### config.mk
export PLATFORM = sky130hd
export DESIGN_NAME = drc_div
export DESIGN_NICKNAME = d
export VERILOG_FILES = /design/src/difficulty_retarget_compact_core_assert.svh /design/src/drc_pkg.sv /design/src/drc_div.sv
export SDC_FILE = /design/constraint.sdc
export NUM_CORES = 2
export LEC_CHECK = 0
export ABC_AREA = 0
export BUFFER_PORTS_ARGS = -buffer_cell sky130_fd_sc_hd__buf_2
export CORE_AREA = 5 5 497 499
export DETAILED_ROUTE_END_ITERATION = 10
export DIE_AREA = 0 0 502 504
export PLACE_DENSITY = 0.71
export SKIP_LAST_GASP = 1
export SLEW_MARGIN = 10
export SYNTH_ARGS = -nofsm -noshare
export SYNTH_HDL_FRONTEND = slang
export SYNTH_SLANG_ARGS = --single-unit
### constraint.sdc
create_clock -name clk -period 19 [get_ports clk]
set_input_delay 2.85 -clock clk [delete_from_list [all_inputs] [get_ports clk]]
set_output_delay 2.85 -clock clk [all_outputs]
set_load 0.02 [all_outputs]
### src/difficulty_retarget_compact_core_assert.svh
// assertion macros for the core rtl file
`ifndef DIFFICULTY_RETARGET_COMPACT_CORE_ASSERT_SVH
`define DIFFICULTY_RETARGET_COMPACT_CORE_ASSERT_SVH

// same-cycle implication, sampled on clk, quiet during reset
`define DRC_ASSERT_NOW(name, pre, post, msg) \
    name: assert property (@(posedge clk) disable iff (!rst_n) (pre) |-> (post)) \
        else $error(msg);

// next-cycle implication, sampled on clk, quiet during reset
`define DRC_ASSERT_NXT(name, pre, post, msg) \
    name: assert property (@(posedge clk) disable iff (!rst_n) (pre) |=> (post)) \
        else $error(msg);

`endif

### src/drc_pkg.sv
`timescale 1ns / 1ps
`default_nettype none

package drc_pkg;

    localparam int TARGET_BITS_DEF = 256;

    // divider dividend width and bits retired per stage
    localparam int DVW        = 72;
    localparam int DIV_STEP   = 4;
    localparam int DIV_STAGES = DVW / DIV_STEP;
    localparam int LW         = 7;

    localparam logic [15:0] SPACING_RST   = 16'd600;
    localparam logic [31:0] LIMIT_RST     = 32'h1e0fffff;
    localparam logic [31:0] FLOOR_COMPACT = 32'h1e0fffff;

    // register index, taken from paddr[2]
    localparam logic REG_SPACING = 1'b0;
    localparam logic REG_LIMIT   = 1'b1;

    typedef struct packed {
        logic [22:0] mm;
        logic [7:0]  shb;
        logic        sat;
        logic        nz;
        logic        neg;
    } dec_t;

    typedef struct packed {
        logic [7:0]  jb;
        logic        gt;
        logic        lt;
        logic        vsign;
        logic        lsign;
        logic [31:0] lim_word;
    } meta_t;

    function automatic logic [LW-1:0] bit_len(input logic [DVW-1:0] v);
        logic [LW-1:0] n;
        n = '0;
        for (int i = 0; i < DVW; i++)
        begin
            if (v[i])
            begin
                n = LW'(i + 1);
            end
        end
        return n;
    endfunction

    // compact word to mantissa, byte shift and saturation flag
    function automatic dec_t decode(input logic [31:0] c, input int tb);
        dec_t d;
        logic [7:0]  size;
        logic [22:0] m;
        logic [4:0]  mlen;
        size  = c[31:24];
        m     = c[22:0];
        mlen  = 5'(bit_len(DVW'(m)));
        d.shb = '0;
        d.sat = 1'b0;
        case (size)
            8'd0:    d.mm = '0;
            8'd1:    d.mm = m >> 16;
            8'd2:    d.mm = m >> 8;
            8'd3:    d.mm = m;
            default:
            begin
                d.mm  = m;
                d.shb = size - 8'd3;
                d.sat = (m != '0) && (({7'b0, mlen} + {1'b0, d.shb, 3'b000}) > 12'(tb));
            end
        endcase
        d.nz  = d.sat || (d.mm != '0);
        d.neg = c[23] && d.nz;
        return d;
    endfunction

    // compact encoding of v * 2^(8*jb), sign bit left clear; a zero value
    // encodes with a zero byte count whatever the offset
    function automatic logic [31:0] encode_word(input logic [DVW-1:0] v,
                                                input logic [LW-1:0]  len,
                                                input logic [7:0]     jb);
        logic [3:0]  nb0;
        logic [23:0] w;
        logic [7:0]  nb;
        nb0 = 4'((8'(len) + 8'd7) >> 3);
        if (nb0 <= 4'd3)
        begin
            w = v[23:0] << {3'(4'd3 - nb0), 3'b000};
        end
        else
        begin
            w = 24'(v >> {4'(nb0 - 4'd3), 3'b000});
        end
        nb = (len == '0) ? 8'd0 : 8'(nb0) + jb;
        if (w[23])
        begin
            w  = {8'b0, w[23:8]};
            nb = nb + 8'd1;
        end
        return {nb, 1'b0, w[22:0]};
    endfunction

endpackage

`default_nettype wire

### src/drc_div.sv
`timescale 1ns / 1ps
`default_nettype none

// restoring divider, DIV_STEP quotient bits per stage
module drc_div
    import drc_pkg::*;
(
    input  wire logic                  clk,
    input  wire logic [DIV_STAGES-1:0] en,
    input  wire logic [15:0]           divisor,
    input  wire logic [DVW-1:0]        dividend,
    input  wire meta_t                 in_meta,
    output logic      [DVW-1:0]        quotient,
    output meta_t                      out_meta
);

    logic [DVW-1:0] acc_reg  [DIV_STAGES];
    logic [15:0]    rem_reg  [DIV_STAGES];
    meta_t          meta_reg [DIV_STAGES];
    logic [DVW-1:0] acc_next [DIV_STAGES];
    logic [15:0]    rem_next [DIV_STAGES];

    always_comb
    begin
        logic [DVW-1:0] a;
        logic [15:0]    r;
        logic [16:0]    t;
        logic           ge;
        for (int s = 0; s < DIV_STAGES; s++)
        begin
            if (s == 0)
            begin
                a = dividend;
                r = '0;
            end
            else
            begin
                a = acc_reg[s-1];
                r = rem_reg[s-1];
            end
            for (int k = 0; k < DIV_STEP; k++)
            begin
                t  = {r, a[DVW-1]};
                ge = (t >= {1'b0, divisor});
                r  = ge ? 16'(t - {1'b0, divisor}) : t[15:0];
                a  = {a[DVW-2:0], ge};
            end
            acc_next[s] = a;
            rem_next[s] = r;
        end
    end

    always_ff @(posedge clk)
    begin
        for (int s = 0; s < DIV_STAGES; s++)
        begin
            if (en[s])
            begin
                acc_reg[s]  <= acc_next[s];
                rem_reg[s]  <= rem_next[s];
                meta_reg[s] <= (s == 0) ? in_meta : meta_reg[s-1];
            end
        end
    end

    assign quotient = acc_reg[DIV_STAGES-1];
    assign out_meta = meta_reg[DIV_STAGES-1];

endmodule

`default_nettype wire

Word-level counts from Yosys, hierarchy flattened

Memories as Yosys holds them, arrays and structs flattened.
Cells that the tools add are included.

Add/subtract/negate cells: 72
Order comparisons: 72
Muxes and demuxes: 108

Operator list:

| cell             | count |
|---|---|
| $ge A17 B16 Y1   | 71 |
| $mux W16         | 72 |
| $sub A16 B16 Y16 | 71 |
| $mux W1          | 36 |
| $ge A1 B16 Y1    | 1 |
| $sub A1 B16 Y16  | 1 |

Flip-flop bits (word level): 0
RAM bits: 2376
Input bits: 151
Output and inout port bits: 116
Memories: 3

Memories:

| memory   | depth | width | read ports | clocked after Yosys merged registers in | wr ports | RTL line      | RTL |
|---|---|---|---|---|---|---|---|
| acc_reg  | 18    | 72    | 18         | 0                                       | 18       | drc_div.sv:17 | `logic [DVW-1:0] acc_reg [DIV_STAGES];` |
| meta_reg | 18    | 44    | 18         | 0                                       | 18       | drc_div.sv:19 | `meta_t meta_reg [DIV_STAGES];` |
| rem_reg  | 18    | 16    | 17         | 0                                       | 18       | drc_div.sv:18 | `logic [15:0] rem_reg [DIV_STAGES];` |

Longest topological paths before layout

Depth after elaboration: 8
Mapped depth: 57

Least setup slack after synthesis

OpenSTA, ideal clock, no wires.

Path kind: input port to flip-flop
Start: in divisor[1]
End: mem rem_reg[6][10], data pin
Library setup time: 0.260 ns
Stages: 55
Data arrival time: 17.436 ns
Path buffers: 7
Path slack: 1.304 ns
Cell sequence: clkinv_1 -> ha_1 -> nor2b_1 -> o31a_1 -> or3_1 -> a41o_1 -> a211oi_1 -> o211ai_1 -> clkbuf_1 -> clkbuf_1 -> nand2_1 -> o21ai_0 -> inv_1 -> ha_1 -> nor2b_1 -> o21ai_0 -> a21boi_0 -> o2111ai_1 -> [... 19 more ...] -> clkbuf_1 -> buf_2 -> mux2i_1 -> ha_1 -> nor2b_1 -> o21ai_0 -> a21boi_0 -> o21ai_0 -> a2111oi_0 -> o21a_1 -> o21ai_0 -> o2bb2ai_1 -> o21ai_0 -> a211oi_1 -> o31a_1 -> clkbuf_1 -> buf_2 -> mux2_2

RTL lines:

| element     | RTL line      | RTL |
|---|---|---|
| from (decl) | drc_div.sv:10 | `input wire logic [15:0] divisor,` |
| to (decl)   | drc_div.sv:18 |  |

==> out/metrics.cfg <==
[cts]
holdBufCountCts=0
cts_resized=0
cts_tree=built
clk_latency_ns=0.95
cts_max_level=4
cts_max_path_buffers=3
post_cts_buffers=0
numCtsBuffers=235
path_clk_slew_ns=0.07
cts.sinks=2360
cts-root-buf=clkbuf_16

[placed_design]
dpl.cell_count=14249
routabilityCongestion=0.9469
place_area_um2=138600
dp_hpwl_mm=240.0
place_ws_ns=2.041
port_buffers=266

[logic_synthesis]
synth_area_um2=132600
synth_largest_area_cell=edfxtp_1
synth_cell_types=105
synth-main-ff-cell=edfxtp_1
syn_area_per_cell_um2=12.28
yosysWarnings=0
synthesis.nets=12150
ys_ff_latch=2360
synth.top_cell.area_share_pct=53.46
seq_area_frac_synth_pct=53.46
synthTopCellsByArea=edfxtp_1 (53%), ha_1 (11%), mux2_2 (5.0%), xnor2_1 (3.5%), a21oi_1 (2.9%)
syn_inst=10791
async_flop_share_pct=0
synth_edf_count=2360

[critical_path]
start_kind=input pin
arrival_ns=16.91
worstPathMaxFanout=20
critPathKind=input pin to flop
endpoint_kind=flop
crit_required_ns=19.62
slowest_stage=nor2_1
critical_path.max_stage_delay_ns=0.79

[global_route]
overflow=0
grt_pass1_wl_mm=522.2
antenna_found_initial=17
grt_max_degree=87
grt_usage_pct=26.57
grt_pass1_vias=89096

[floorplanning]
rows=181
core-area_um2=242100
die_h_um=504
die_w_um=502
io_pins=267
die_area_um2=253000
initial_utilization_pct=54.76

[drt]
viasPerCell=6.037
drc=0
dr.pass1.iters=7
drt_iter0_markers=6664
ant_nets=0
vias=88729
wl_per_cell_um=23.23
wl_mm=341.5

[timing]
tns_ns=0
setup_slack_ns=2.704
skew_ns=0.09226
maxSlewHeadroom_pct=21.27
finalMaxSlewViolations=0
rsz0062_at_grt=no
setup_violations=0
post-route-period-util_pct=85.77
max_freq_ghz=0.06136
finalHoldViolCount=0
finalCriticalPeriod_ns=16.30
tightest_slew_ns=1.172

[finish]
stdcell_area_um2=146600
area_growth_pct=10.56
layout_commonest_cell=edfxtp_1
final_cells=14697
layout-drive-gt1-share_pct=13.08
n_fill_cell=18812
mostFrequentLayoutCells=edfxtp_1 (2360), ha_1 (1138), a21oi_1 (770)
largest_reg_flops=1296
layout.nets=12643

[job]
max-cap-violations=0

[status]
status=finished, final reports clean

[worst_hold_path]
hold_class=flop to flop

## kinds of logic after synthesis
| kind of cell | synth area share (%) |
|---|---|
| AOI/OAI and AO/OA | 12.60 |
| and+or+nand+nor | 8.754 |
| DFF | 53.46 |
| adders and majority gates | 11.80 |
| xor gates and xnor gates | 5.312 |
| muxes | 6.064 |
| buffers and inverters | 2.012 |
## per-stage QoR
step | util (%) | hold slack, ns
4_1_cts | 60.53 | 0.3237
2_1_floorplan | - | 0.4003
3_5_place_dp | 57.24 | 0.4045
3_3_place_gp | 57.24 | 0.4001
6_report | 60.54 | 0.3410
5_1_grt | 60.54 | 0.3405
## worst paths after layout
| check | start | to | slack, ns | cells after the start |
|---|---|---|---|---|
| worst max register to register | rem_reg[12][5] | rem_reg[13][1] | 4.80 | 45 |
| worst min-delay path | acc_reg[9][36] | acc_reg[10][40] | 0.34 | 0 |
| worst max-delay path | divisor[6] | rem_reg[13][1] | 2.70 | 47 |
| worst min register to register | acc_reg[9][36] | acc_reg[10][40] | 0.34 | 0 |
## synthesized netlist by cell type, drive strengths merged, types with 170 or more instances
master and n:
a21o 318, a21oi 773, edfxtp 2360, ha 1138, inv 544, mux2 608
nand2 606, nand3 170, nor2 648, o21ai 603, xnor2 535, xor2 269
## area by class of cell
class	count	area, um^2	area share [%]
multi-input combinational	7740	59070	40.30
clock inverter	155	1891	1.290
timing repair buffer	402	2557	1.745
clock buffer	289	6083	4.151
inverter	545	2072	1.414
sequential	2360	70870	48.36
tap	3202	4006	2.734
antenna	4	10.01	0.006830
## critical path, delay by kind of cell
kind                     cells  cell delay (ns)
adder cells (fa/ha/maj)      4             1.43
AND/OR/NAND/NOR              8             2.82
multiplexers                 1             0.35
buffers and inverters        6             1.21
AO/OA/AOI/OAI               28             8.21
## metal layers
layer	track usage, %	wire, um
met1	35.84	146400
met2	44.81	164700
met3	3.084	17670
met4	9.076	12640
met5	0	0
Power is not shown: default switching activity piles up to over one toggle a cycle in this logic, so the estimate is an artifact.
